### config.mk
export PLATFORM = sky130hd
export DESIGN_NAME = single_muon_select_histogram
export DESIGN_NICKNAME = d
export VERILOG_FILES = /design/src/rtl/smsh_pkg.sv /design/src/rtl/smsh_front.sv /design/src/rtl/smsh_fifo.sv /design/src/rtl/smsh_back.sv /design/src/rtl/single_muon_select_histogram.sv
export SDC_FILE = /design/constraint.sdc
export NUM_CORES = 2
export LEC_CHECK = 0
export BUFFER_PORTS_ARGS = -buffer_cell sky130_fd_sc_hd__buf_2
export CAP_MARGIN = 15
export CORE_MARGIN = 2
export CORE_UTILIZATION = 60
export CTS_CLUSTER_DIAMETER = 150
export DETAILED_ROUTE_END_ITERATION = 10
export PLACE_DENSITY_LB_ADDON = 0.3
export SYNTH_ARGS = -nofsm -noshare
export SYNTH_HDL_FRONTEND = slang
export SYNTH_SLANG_ARGS = --single-unit
### constraint.sdc
create_clock -name clk -period 6.1 [get_ports clk]
set_input_delay 0.915 -clock clk [delete_from_list [all_inputs] [get_ports clk]]
set_output_delay 0.915 -clock clk [all_outputs]
set_load 0.005 [all_outputs]
### src/rtl/smsh_pkg.sv
`timescale 1ns / 1ps

package smsh_pkg;

	localparam int unsigned DEF_NUM_BINS = 50;
	localparam int unsigned MAX_NUM_BINS = 256;
	// wide enough for the overflow bin at the largest bin count
	localparam int unsigned BIN_W        = $clog2(MAX_NUM_BINS + 2);

	localparam int unsigned MODE_W       = 2;
	localparam int unsigned PT_W         = 16;
	localparam int unsigned ETA_W        = 13;
	localparam int unsigned ETA_LIM_W    = 12;
	localparam int unsigned ISO_W        = 16;
	localparam int unsigned SHIFT_W      = 4;
	localparam int unsigned WS_W         = 2;
	localparam int unsigned IDX_W        = 6;
	localparam int unsigned TOTAL_W      = 32;
	localparam int unsigned WSUM_W       = 40;

	localparam int unsigned CFG_IDX_W    = 2;
	localparam int unsigned CFG_DATA_W   = 16;

	localparam int unsigned IN_TDATA_W   = 56;
	localparam int unsigned OUT_TDATA_W  = 80;

	localparam int unsigned QUEUE_DEPTH  = 4;

	localparam logic [PT_W-1:0]      PT_MIN_RST    = 16'd1600;
	localparam logic [ETA_LIM_W-1:0] ETA_LIMIT_RST = 12'd2458;
	localparam logic [ISO_W-1:0]     ISO_LIMIT_RST = 16'd123;
	localparam logic [SHIFT_W-1:0]   BIN_SHIFT_RST = 4'd8;

	typedef enum logic [MODE_W-1:0] {
		MODE_CAND  = 2'd0,
		MODE_EVENT = 2'd1,
		MODE_READ  = 2'd2
	} mode_t;

	typedef enum logic [CFG_IDX_W-1:0] {
		REG_PT_MIN    = 2'd0,
		REG_ETA_LIMIT = 2'd1,
		REG_ISO_LIMIT = 2'd2,
		REG_BIN_SHIFT = 2'd3
	} cfg_reg_t;

	typedef enum logic {
		OP_EVENT = 1'b0,
		OP_READ  = 1'b1
	} op_t;

	// input word, first member is the top bit
	typedef struct packed {
		logic                    pad;
		logic [IDX_W-1:0]        read_bin;
		logic [WS_W-1:0]         weight_sign;
		logic                    trigger;
		logic                    tight_id;
		logic [ISO_W-1:0]        iso;
		logic signed [ETA_W-1:0] eta;
		logic [PT_W-1:0]         pt;
	} in_word_t;

	typedef struct packed {
		logic [1:0]                pad;
		logic signed [WSUM_W-1:0]  weight_total;
		logic signed [TOTAL_W-1:0] bin_total;
		logic [IDX_W-1:0]          bin_index;
	} out_word_t;

	// work handed from the front to the back
	typedef struct packed {
		op_t              op;
		logic             hit;    // fill accepted, or read in range
		logic [BIN_W-1:0] bin;
		logic [IDX_W-1:0] idx;
		logic [WS_W-1:0]  wsign;
	} cmd_t;

endpackage

### src/rtl/smsh_front.sv
`timescale 1ns / 1ps

module smsh_front #(
	parameter int unsigned NUM_BINS = smsh_pkg::DEF_NUM_BINS
) (
	input  logic                            clk,
	input  logic                            arst_n,
	input  logic                            cfg_we,
	input  logic [smsh_pkg::CFG_IDX_W-1:0]  cfg_index,
	input  logic [smsh_pkg::CFG_DATA_W-1:0] cfg_data,
	input  logic                            s_tvalid,
	output logic                            s_tready,
	input  logic [smsh_pkg::IN_TDATA_W-1:0] s_tdata,
	input  logic [smsh_pkg::MODE_W-1:0]     s_tuser,
	output smsh_pkg::cmd_t                  cmd,
	output logic                            cmd_push,
	input  logic                            cmd_full
);
	import smsh_pkg::*;

	localparam logic [BIN_W-1:0] OVF_BIN     = BIN_W'(NUM_BINS + 1);
	localparam logic [PT_W:0]    NUM_BINS_PT = (PT_W + 1)'(NUM_BINS);

	logic [PT_W-1:0]      pt_min_q;
	logic [ETA_LIM_W-1:0] eta_limit_q;
	logic [ISO_W-1:0]     iso_limit_q;
	logic [SHIFT_W-1:0]   bin_shift_q;
	logic [1:0]           pass_count_q;
	logic [PT_W-1:0]      chosen_pt_q;

	in_word_t         in_w;
	mode_t            mode;
	logic             take;
	logic [ETA_W-1:0] abs_eta;
	logic             pass;
	logic [PT_W:0]    pt_shifted;
	logic [BIN_W-1:0] fill_bin;

	assign in_w     = in_word_t'(s_tdata);
	assign mode     = mode_t'(s_tuser);
	assign s_tready = !cmd_full;
	assign take     = s_tvalid && s_tready;

	assign abs_eta = in_w.eta[ETA_W-1] ? ETA_W'(-in_w.eta) : ETA_W'(in_w.eta);
	assign pass    = (in_w.pt > pt_min_q) && (abs_eta < {1'b0, eta_limit_q})
		&& (in_w.iso < iso_limit_q) && in_w.tight_id;

	// bin of the kept pt, folded into the overflow bin past the last regular one
	assign pt_shifted = {1'b0, chosen_pt_q} >> bin_shift_q;
	assign fill_bin   = (pt_shifted >= NUM_BINS_PT) ? OVF_BIN
		: BIN_W'(pt_shifted) + BIN_W'(1);

	always_comb begin
		cmd.op    = (mode == MODE_READ) ? OP_READ : OP_EVENT;
		cmd.wsign = in_w.weight_sign;
		if (mode == MODE_READ) begin
			cmd.hit = (32'(in_w.read_bin) < NUM_BINS + 2);
			cmd.bin = BIN_W'(in_w.read_bin);
			cmd.idx = in_w.read_bin;
		end else begin
			cmd.hit = (pass_count_q == 2'd1) && in_w.trigger;
			cmd.bin = fill_bin;
			cmd.idx = fill_bin[IDX_W-1:0];
		end
	end

	assign cmd_push = take && ((mode == MODE_EVENT) || (mode == MODE_READ));

	always_ff @(posedge clk or negedge arst_n) begin
		if (!arst_n) begin
			pt_min_q     <= PT_MIN_RST;
			eta_limit_q  <= ETA_LIMIT_RST;
			iso_limit_q  <= ISO_LIMIT_RST;
			bin_shift_q  <= BIN_SHIFT_RST;
			pass_count_q <= 2'd0;
			chosen_pt_q  <= '0;
		end else begin
			if (cfg_we) begin
				case (cfg_reg_t'(cfg_index))
					REG_PT_MIN:    pt_min_q    <= cfg_data[PT_W-1:0];
					REG_ETA_LIMIT: eta_limit_q <= cfg_data[ETA_LIM_W-1:0];
					REG_ISO_LIMIT: iso_limit_q <= cfg_data[ISO_W-1:0];
					REG_BIN_SHIFT: bin_shift_q <= cfg_data[SHIFT_W-1:0];
					default: ;
				endcase
			end
			if (take) begin
				case (mode)
					MODE_CAND: begin
						if (pass) begin
							if (pass_count_q != 2'd2) begin
								pass_count_q <= pass_count_q + 2'd1;
							end
							chosen_pt_q <= in_w.pt;
						end
					end
					MODE_EVENT: begin
						pass_count_q <= 2'd0;
						chosen_pt_q  <= '0;
					end
					default: ;
				endcase
			end
		end
	end

	a_pass_count_sat: assert property (@(posedge clk) disable iff (!arst_n)
		pass_count_q != 2'd3)
		else $error("pass count ran past saturation");

	a_event_clears: assert property (@(posedge clk) disable iff (!arst_n)
		(take && mode == MODE_EVENT) |=> (pass_count_q == 2'd0 && chosen_pt_q == '0))
		else $error("event state not cleared at end of event");

	a_no_push_full: assert property (@(posedge clk) disable iff (!arst_n)
		cmd_push |-> !cmd_full)
		else $error("push into a full queue");

endmodule

### src/rtl/smsh_fifo.sv
`timescale 1ns / 1ps

module smsh_fifo #(
	parameter int unsigned DEPTH = smsh_pkg::QUEUE_DEPTH
) (
	input  logic           clk,
	input  logic           arst_n,
	input  logic           push,
	input  smsh_pkg::cmd_t push_cmd,
	output logic           full,
	input  logic           pop,
	output smsh_pkg::cmd_t pop_cmd,
	output logic           empty
);
	import smsh_pkg::*;

	localparam int unsigned PW = (DEPTH > 1) ? $clog2(DEPTH) : 1;
	localparam int unsigned CW = $clog2(DEPTH + 1);
	localparam logic [PW-1:0] LAST_PTR = PW'(DEPTH - 1);

	cmd_t          slot_q [DEPTH];
	logic [PW-1:0] wr_ptr_q;
	logic [PW-1:0] rd_ptr_q;
	logic [CW-1:0] count_q;

	assign full    = (count_q == CW'(DEPTH));
	assign empty   = (count_q == '0);
	assign pop_cmd = slot_q[rd_ptr_q];

	always_ff @(posedge clk) begin
		if (push) begin
			slot_q[wr_ptr_q] <= push_cmd;
		end
	end

	always_ff @(posedge clk or negedge arst_n) begin
		if (!arst_n) begin
			wr_ptr_q <= '0;
			rd_ptr_q <= '0;
			count_q  <= '0;
		end else begin
			if (push) begin
				wr_ptr_q <= (wr_ptr_q == LAST_PTR) ? '0 : wr_ptr_q + PW'(1);
			end
			if (pop) begin
				rd_ptr_q <= (rd_ptr_q == LAST_PTR) ? '0 : rd_ptr_q + PW'(1);
			end
			if (push && !pop) begin
				count_q <= count_q + CW'(1);
			end else if (pop && !push) begin
				count_q <= count_q - CW'(1);
			end
		end
	end

	a_count_bound: assert property (@(posedge clk) disable iff (!arst_n)
		count_q <= CW'(DEPTH))
		else $error("queue count beyond depth");

	a_no_pop_empty: assert property (@(posedge clk) disable iff (!arst_n)
		pop |-> !empty)
		else $error("pop from an empty queue");

	a_no_push_full: assert property (@(posedge clk) disable iff (!arst_n)
		push |-> !full)
		else $error("push into a full queue");

endmodule

### src/rtl/smsh_back.sv
`timescale 1ns / 1ps

module smsh_back #(
	parameter int unsigned NUM_BINS = smsh_pkg::DEF_NUM_BINS
) (
	input  logic                             clk,
	input  logic                             arst_n,
	input  smsh_pkg::cmd_t                   head,
	input  logic                             empty,
	output logic                             pop,
	output logic                             m_tvalid,
	input  logic                             m_tready,
	output logic [smsh_pkg::OUT_TDATA_W-1:0] m_tdata,
	output logic [0:0]                       m_tuser
);
	import smsh_pkg::*;

	localparam int unsigned TOTAL_BINS = NUM_BINS + 2;
	localparam int unsigned AW         = $clog2(TOTAL_BINS);
	localparam logic signed [TOTAL_W-1:0] TOT_MAX = {1'b0, {(TOTAL_W-1){1'b1}}};
	localparam logic signed [TOTAL_W-1:0] TOT_MIN = {1'b1, {(TOTAL_W-1){1'b0}}};
	localparam logic signed [WSUM_W-1:0]  WS_MAX  = {1'b0, {(WSUM_W-1){1'b1}}};
	localparam logic signed [WSUM_W-1:0]  WS_MIN  = {1'b1, {(WSUM_W-1){1'b0}}};

	logic signed [TOTAL_W-1:0] mem [TOTAL_BINS];
	logic [TOTAL_BINS-1:0]     bin_valid_q;

	cmd_t                      s1_q;
	logic                      s1_vld_q;
	logic signed [TOTAL_W-1:0] rd_s1;
	logic                      rdv_s1;
	logic                      fwd_s1;
	logic signed [TOTAL_W-1:0] fwd_val_s1;

	logic signed [WSUM_W-1:0]  wsum_q;
	logic                      m_tvalid_q;
	logic                      out_acc_q;
	logic [IDX_W-1:0]          out_idx_q;
	logic signed [TOTAL_W-1:0] out_total_q;
	logic signed [WSUM_W-1:0]  out_wsum_q;

	logic                      adv;
	logic [AW-1:0]             head_addr;
	logic [AW-1:0]             s1_addr;
	logic signed [TOTAL_W-1:0] base;
	logic signed [TOTAL_W-1:0] new_total;
	logic signed [WSUM_W-1:0]  wsum_next;
	logic                      w_pos;
	logic                      w_neg;
	logic                      is_event;
	logic                      wr_en;
	out_word_t                 out_w;

	// output register frees up when empty or being taken
	assign adv       = !m_tvalid_q || m_tready;
	assign pop       = adv && !empty;
	assign head_addr = head.bin[AW-1:0];
	assign s1_addr   = s1_q.bin[AW-1:0];

	assign w_pos    = (s1_q.wsign == 2'b01);
	assign w_neg    = s1_q.wsign[1];
	assign is_event = (s1_q.op == OP_EVENT);
	assign wr_en    = adv && s1_vld_q && is_event && s1_q.hit;

	// bin written on the previous edge is not yet in the read data
	assign base = fwd_s1 ? fwd_val_s1 : (rdv_s1 ? rd_s1 : '0);

	always_comb begin
		new_total = base;
		if (w_pos && base != TOT_MAX) begin
			new_total = base + TOTAL_W'(1);
		end else if (w_neg && base != TOT_MIN) begin
			new_total = base - TOTAL_W'(1);
		end
		wsum_next = wsum_q;
		if (is_event) begin
			if (w_pos && wsum_q != WS_MAX) begin
				wsum_next = wsum_q + WSUM_W'(1);
			end else if (w_neg && wsum_q != WS_MIN) begin
				wsum_next = wsum_q - WSUM_W'(1);
			end
		end
	end

	always_ff @(posedge clk) begin
		if (pop) begin
			rd_s1 <= mem[head_addr];
		end
		if (wr_en) begin
			mem[s1_addr] <= new_total;
		end
	end

	always_ff @(posedge clk) begin
		if (pop) begin
			s1_q       <= head;
			rdv_s1     <= bin_valid_q[head_addr];
			fwd_val_s1 <= new_total;
		end
		if (adv && s1_vld_q) begin
			out_acc_q   <= is_event && s1_q.hit;
			out_idx_q   <= (is_event && !s1_q.hit) ? '0 : s1_q.idx;
			out_total_q <= !s1_q.hit ? '0 : (is_event ? new_total : base);
			out_wsum_q  <= wsum_next;
		end
	end

	always_ff @(posedge clk or negedge arst_n) begin
		if (!arst_n) begin
			bin_valid_q <= '0;
			s1_vld_q    <= 1'b0;
			fwd_s1      <= 1'b0;
			wsum_q      <= '0;
			m_tvalid_q  <= 1'b0;
		end else begin
			if (wr_en) begin
				bin_valid_q[s1_addr] <= 1'b1;
			end
			if (adv) begin
				s1_vld_q   <= !empty;
				fwd_s1     <= pop && wr_en && (s1_q.bin == head.bin);
				m_tvalid_q <= s1_vld_q;
				if (s1_vld_q) begin
					wsum_q <= wsum_next;
				end
			end
		end
	end

	always_comb begin
		out_w              = '0;
		out_w.bin_index    = out_idx_q;
		out_w.bin_total    = out_total_q;
		out_w.weight_total = out_wsum_q;
	end

	assign m_tvalid = m_tvalid_q;
	assign m_tdata  = out_w;
	assign m_tuser  = out_acc_q;

	a_wsum_step: assert property (@(posedge clk) disable iff (!arst_n)
		(wsum_q != $past(wsum_q)) |-> $past(adv && s1_vld_q && is_event))
		else $error("weight sum moved without an event word");

	a_fwd_live: assert property (@(posedge clk) disable iff (!arst_n)
		fwd_s1 |-> s1_vld_q)
		else $error("forwarding flag set with no word in flight");

	a_read_not_acc: assert property (@(posedge clk) disable iff (!arst_n)
		(adv && s1_vld_q && !is_event) |=> !out_acc_q)
		else $error("read word flagged as accepted event");

endmodule

### src/rtl/single_muon_select_histogram.sv
`timescale 1ns / 1ps

// Single-muon selection with a weighted pt histogram. Candidate words (tuser 0)
// are cut on pt, |eta|, isolation and tight id; an end-of-event word (tuser 1)
// adds the weight sign to the running sum and, when exactly one candidate
// passed and the trigger bit is set, adds it to that candidate's pt bin; a read
// word (tuser 2) returns one bin. Event and read words each give one output
// word, candidates none. The block takes one word per cycle while the queue is
// not full: the front classifies and bins, a four-entry queue decouples it from
// the back, which does the bin read-modify-write on a one-read one-write memory
// with the read registered and one-deep forwarding, so back-to-back fills of
// the same bin do not stall. Bins clear at reset through per-bin valid flags,
// so no clearing pass is needed. The user must write configuration while
// idle; the block itself does not enforce it.
module single_muon_select_histogram #(
	parameter int unsigned NUM_BINS = smsh_pkg::DEF_NUM_BINS
) (
	input  logic                             clk,
	input  logic                             arst_n,
	input  logic                             cfg_we,
	input  logic [smsh_pkg::CFG_IDX_W-1:0]   cfg_index,
	input  logic [smsh_pkg::CFG_DATA_W-1:0]  cfg_data,
	input  logic                             s_tvalid,
	output logic                             s_tready,
	// pt[15:0], eta[28:16], iso[44:29], tight_id[45], trigger[46],
	// weight_sign[48:47], read_bin[54:49], zero[55]
	input  logic [smsh_pkg::IN_TDATA_W-1:0]  s_tdata,
	// mode[1:0]
	input  logic [smsh_pkg::MODE_W-1:0]      s_tuser,
	output logic                             m_tvalid,
	input  logic                             m_tready,
	// bin_index[5:0], bin_total[37:6], weight_total[77:38], zero[79:78]
	output logic [smsh_pkg::OUT_TDATA_W-1:0] m_tdata,
	// event_accepted[0]
	output logic [0:0]                       m_tuser
);
	import smsh_pkg::*;

	cmd_t push_cmd;
	cmd_t head_cmd;
	logic push;
	logic full;
	logic pop;
	logic empty;

	smsh_front #(
		.NUM_BINS (NUM_BINS)
	) u_front (
		.clk       (clk),
		.arst_n    (arst_n),
		.cfg_we    (cfg_we),
		.cfg_index (cfg_index),
		.cfg_data  (cfg_data),
		.s_tvalid  (s_tvalid),
		.s_tready  (s_tready),
		.s_tdata   (s_tdata),
		.s_tuser   (s_tuser),
		.cmd       (push_cmd),
		.cmd_push  (push),
		.cmd_full  (full)
	);

	smsh_fifo #(
		.DEPTH (QUEUE_DEPTH)
	) u_fifo (
		.clk      (clk),
		.arst_n   (arst_n),
		.push     (push),
		.push_cmd (push_cmd),
		.full     (full),
		.pop      (pop),
		.pop_cmd  (head_cmd),
		.empty    (empty)
	);

	smsh_back #(
		.NUM_BINS (NUM_BINS)
	) u_back (
		.clk      (clk),
		.arst_n   (arst_n),
		.head     (head_cmd),
		.empty    (empty),
		.pop      (pop),
		.m_tvalid (m_tvalid),
		.m_tready (m_tready),
		.m_tdata  (m_tdata),
		.m_tuser  (m_tuser)
	);

endmodule
# Word-level counts from Yosys, hierarchy flattened
# Memory sizes are Yosys's and may differ from the RTL's. A register that Yosys moved wholly into a read port is not among the register bits.
# Index checks and enable logic that the tools add are counted.
# word_totals
mem_bits_rw	1740
regBits	299
word_cells	137
memories	2
# op_classes
magnitude_cmp	8
n_mux	29
n_eq_ne	18
shift	1
bitwise_logic	2
reduce_logical	41
add_sub_neg	11
# mem_list
memory	depth	width	read_ports	rd_clocked_by_memory_dff	write_ports	line	text
u_back.mem	52	32	1	1	1	smsh_back.sv:25	logic signed [TOTAL_W-1:0] mem [TOTAL_BINS];
u_fifo.slot_q	4	19	1	0	1	smsh_fifo.sv:21	cmd_t slot_q [DEPTH];
# ops
cell	n
$mux W32	5
$mux W40	3
$ne A40 B40 Y1 const B	2
$ne A32 B32 Y1 const B	2
$or A52 B52 Y52	1
$add A40 B2 Y40 const B	1
$sub A40 B2 Y40 const B	1
$add A32 B2 Y32 const B	1
$mux W16	2
$pmux W16 S2	1
$sub A32 B2 Y32 const B	1
$logic_and A1 B1 Y1	21
$ge A17 B6 Y1 const B	1
$shr A16 B4 Y17	1
$gt A16 B16 Y1	1
$lt A16 B16 Y1	1
$lt A6 B7 Y1 const B	2
$lt A13 B12 Y1	1
$mux W13	1
$neg A13 Y13	1
$eq A2 B2 Y1 const B	5
$reduce_and A2 Y1	5
$add A9 B1 Y9 const B	1
$eq A9 B9 Y1	1
24 further kinds	48

# Logic depth before layout (Yosys ltp)
# depth
depth_word	8
ltp_mapped	16
mapped_depth_nobuf	14

# Modules after synthesis
# Synthesis repeated with hierarchy kept, for this count alone.
# hier_totals
cells_unflattened	4369
hier_area_um2	85373.1
# modules_own_cells
module	cells_per_inst	area_per_inst_um2	instances	seq_area_each_um2
smsh_back	3700	76997.6	1	57239.9
smsh_front	533	5217.5	1	1671.6
smsh_fifo	136	3158.0	1	2457.4

# Worst setup path after synthesis
# No wires, ideal clock.
# synth_timing
path_type	in2reg
from	input port m_tready
to	memory u_back.mem[47][0], enable pin
path_slack_ns	0.876
required_time_ns	5.678
stages	6
path_buffers	0
t_arrival_ns	4.802
cell_sequence	nand2b_1 -> nand2_1 -> inv_1 -> and3_1 -> nand3_1 -> nor2_1
# synth_between
elab_chain_len	6
# synth_rtl
item	line	text
start: declaration	single_muon_select_histogram.sv:31	input logic m_tready,
$logic_or A1 B1 Y1	smsh_back.sv:55	assign adv = !m_tvalid_q || m_tready;
$logic_and A1 B1 Y1 (3 in series)	smsh_back.sv:63	assign wr_en = adv && s1_vld_q && is_event && s1_q.hit;
$mux W1	smsh_back.sv:89	if (wr_en) begin
$mux W1 (not written as such)	smsh_back.sv:90	mem[s1_addr] <= new_total;
end: declaration	smsh_back.sv:25	
# Every way passes these cells.

# Worst setup path after layout
# layout_timing
from	register u_back.fwd_s1
to	memory u_back.mem[29][6], data pin
# layout_between
elab_chain_len	5
# layout_rtl
item	line	text
start: declaration	smsh_back.sv:32	logic fwd_s1;
start signal: assignment	smsh_back.sv:121	fwd_s1 <= pop && wr_en && (s1_q.bin == head.bin);
$mux W32 (*)	smsh_back.sv:66	assign base = fwd_s1 ? fwd_val_s1 : (rdv_s1 ? rd_s1 : '0);
parallel branches: the longest is 3 deep, another holds $sub A32 B2 Y32	n/a	
$mux W32 (*)	smsh_back.sv:70	if (w_pos && base != TOT_MAX) begin
named net u_back.new_total[6]	smsh_back.sv:46	logic signed [TOTAL_W-1:0] new_total;
# Mark *: on every way through the listed nets, which the timed path passes.

==> metrics.cfg <==
[clocking]
cts_tree=built
clk_latency_ns=0.83
cts_buffers=190
cts.sinks=2041
cts-htree-levels=4
clockBufferDepth=3
cts_root_buf=clkbuf_16
cts.repair.resized=0
clk_pin_slew_ns=0.06
cts_setup_buffers=0

[routing]
drt_iter0_drc=5974
wire_per_inst_um=28.9
wl_um=202000
vias=46100
ant_nets=0
vias_per_cell=6.59
drt_pre_antenna_iters=6
drc_errors=0

[cells_and_area]
layout.nets=5186
area_growth_pct=12.5
fin_util_pct=68.2
final_common_cell=edfxtp_1
mostFrequentLayoutCells=edfxtp_1, mux4_2, nand2_1, nor2_1, clkbuf_16
drive_above_1_share_pct=24.3

[timing]
final.setup.tns_ns=0
min_period_ns=4.65
hold_viol=0
setup_slack_ns=1.45
timing.hold.ws_ns=0.312
finalCritPeriodShare_pct=76.2
setup_viol=0
slew_violations=0
worstMarginPinSlew_ns=1.08
finClkSkew_ns=0.0285
grt_setup_unrepaired=no
fmax_mhz=215
worst_slew_margin_rel_pct=27.7

[global_routing]
grt_first_pass_wirelength_um=299000
grt_overflow=0
grt_max_degree=152
grt_pass1_vias=45900
antenna_found_initial=3
track_usage_pct=28.9

[hold_path]
worstHoldPathType=in2reg

[logic_synthesis]
synth_top_area_share_pct=67.3
synth.avg_cell_area_um2=17.5
synthArstFlopShare_pct=8.23
synth.distinct_cells=82
ys_seq_elements=2041
synth_area_leader_cell=edfxtp_1
yosys.area_share.adder_pct=0.952
muxShareOfSynthArea_pct=13.2
yosys_warnings=0
synth_xor_area_share_pct=1.66
synth_cells=4766
synthTopCellsByArea=edfxtp_1, mux4_2, dfrtp_1, nand2_1, nor2_1
synth_edf_count=1873
synth_compound_area_share_pct=3.83
synth_top_family_by_area=multiplexers
yosys.area_share.simple_pct=6.28
syn_area_mm2=0.0836
ys.flop_type=edfxtp_1
synth_seq_area_share_pct=72.4

[critical_path]
crit_type=reg2reg
startpoint=u_back.fwd_s1$_DFFE_PN0N_
cp-start-kind=flip-flop
timing.rr.end=u_back.mem[29][6]$_DFFE_PP_
path_cells=buf_4 -> a22o_1 -> nand4_1 -> o41a_1 -> buf_4 -> nand4_1 -> nand2_1 -> xnor2_2 -> buf_12
crit_end=u_back.mem[29][6]$_DFFE_PP_
slowest_delay_ns=0.81
r2r-start=u_back.fwd_s1$_DFFE_PN0N_
critPathRequiredTime_ns=6.73
cp_max_fo=50
r2r_cells=9
path_depth=9
cp.buffers_inverters=3
arrival_ns=5.28
regToRegSetupSlack_ns=1.45
crit_path_end_kind=flip-flop
cp_slowest_cell=xnor2_2
cp_top_family=compound AO/OA/AOI/OAI gates

[placement]
gp_congestion=0.922
place_hpwl_um=118000
place_ws_ns=1.13
port_buffers=160

[floorplan]
dieWidth_um=377
die_h_um=377
num_rows=136
die_area_mm2=0.142
coreArea_mm2=0.138
io-pin-count=164
initial_core_util_pct=60.6

[status]
status=complete, no violations

[power_and_ir_drop]
p_leak_uw=0.0324
power_density_mw_per_mm2=513
power_uw=48200
vdd_drop_max_mv=0.417

[run]
maxCapViolCount=0

-- worst min-delay path by stage --
stage                                             startpoint                                 end  slack (ns)  depth (start not counted)
after floorplan           u_back.bin_valid_q[11]$_DFFE_PN0P_  u_back.bin_valid_q[11]$_DFFE_PN0P_        0.43                          1
after global placement    u_back.bin_valid_q[45]$_DFFE_PN0P_  u_back.bin_valid_q[45]$_DFFE_PN0P_        0.44                          1
after detailed placement  u_back.bin_valid_q[22]$_DFFE_PN0P_  u_back.bin_valid_q[22]$_DFFE_PN0P_        0.45                          1
after CTS                                        s_tdata[48]       u_fifo.slot_q[3][1]$_DFFE_PP_        0.24                          1
after global routing                             s_tdata[48]       u_fifo.slot_q[1][1]$_DFFE_PP_        0.28                          1
final                                            s_tdata[48]       u_fifo.slot_q[3][1]$_DFFE_PP_        0.31                          1
-- repair_timing --
| item | CTS | global route |
|---|---|---|
| hold endpoints to repair | 7 | 0 |
| endpoints found under the setup margin | 0 | 0 |
| hold buffers | 1 | 0 |
-- routing by layer --
| metal | wire length (µm) | vias up | share of wire [%] | GRT usage [%] |
|---|---|---|---|---|
| li1 | - | 19300 | - | - |
| met1 | 78300 | 23900 | 39 | 40.4 |
| met2 | 99600 | 2581 | 49 | 46.9 |
| met3 | 18300 | 361 | 9.0 | 4.96 |
| met4 | 5920 | 2 | 2.9 | 9.32 |
| met5 | 13 | - | 0.0064 | 0 |
-- worst reg2reg max path, cell delays in order (launching register included) --
cell and delay [ns]:
dfrtp_2 0.76, buf_4 0.51, a22o_1 0.53, nand4_1 0.28
o41a_1 0.67, buf_4 0.30, nand4_1 0.16, nand2_1 0.11
xnor2_2 0.81, buf_12 0.28
-- Yosys cell counts (62+ instances only) --
cell type / number
nor2_1: 389
clkbuf_1: 142
xnor2_1: 64
inv_1: 75
o21ai_0: 82
nand2_1: 399
edfxtp_1: 1873
a21oi_1: 134
mux4_2: 446
dfrtp_1: 152
xor2_1: 94
buf_2: 83
ha_1: 62
-- where the power goes --
group / internal (µW) / total [µW] / switching, µW
combinational: 5780 / 16600 / 10800
clock: 6420 / 11500 / 5070
sequential: 19400 / 20100 / 734
-- through the flow --
step / instance area (µm²) / std cells
after CTS: 94000 / 6991
after detailed placement: 88000 / 6643
after global placement: 88000 / 6643
after global routing: 94000 / 6991
final: 94000 / 6994
after floorplan: 83600 / 4779
-- sequential cells by signal, summed over array words and instances, names as in the netlist, 4 cells and up --
name and cells:
u_back.s1_q 12, u_back.out_total_q 32, u_front.bin_shift_q 4, u_back.out_idx_q 6
u_fifo.slot_q 52, u_back.out_wsum_q 40, u_back.fwd_val_s1 32, u_front.eta_limit_q 12
u_front.chosen_pt_q 16, u_back.mem 1664, u_back.bin_valid_q 52, u_front.pt_min_q 16
u_back.wsum_q 40, u_front.iso_limit_q 16, u_back.rd_s1 32
-- cell families after synthesis --
group                    count (synthesis)
adder cells (fa/ha/maj)                 63
XOR/XNOR                               158
flip-flops                            2041
other                                    1
buffers and inverters                  336
AO/OA/AOI/OAI                          479
multiplexers                           540
AND/OR/NAND/NOR                       1148
-- cell type report --
cell class,instances,area [µm²]
antenna,3,7.51
clock buffer,240,5050
clock inverter,107,955
fill,8660,43800
inverter,79,313
multi-input combinational,2402,22600
sequential,2041,60500
tap,1794,2240
timing repair buffer,328,2410
(Power assumes the default switching activity.)
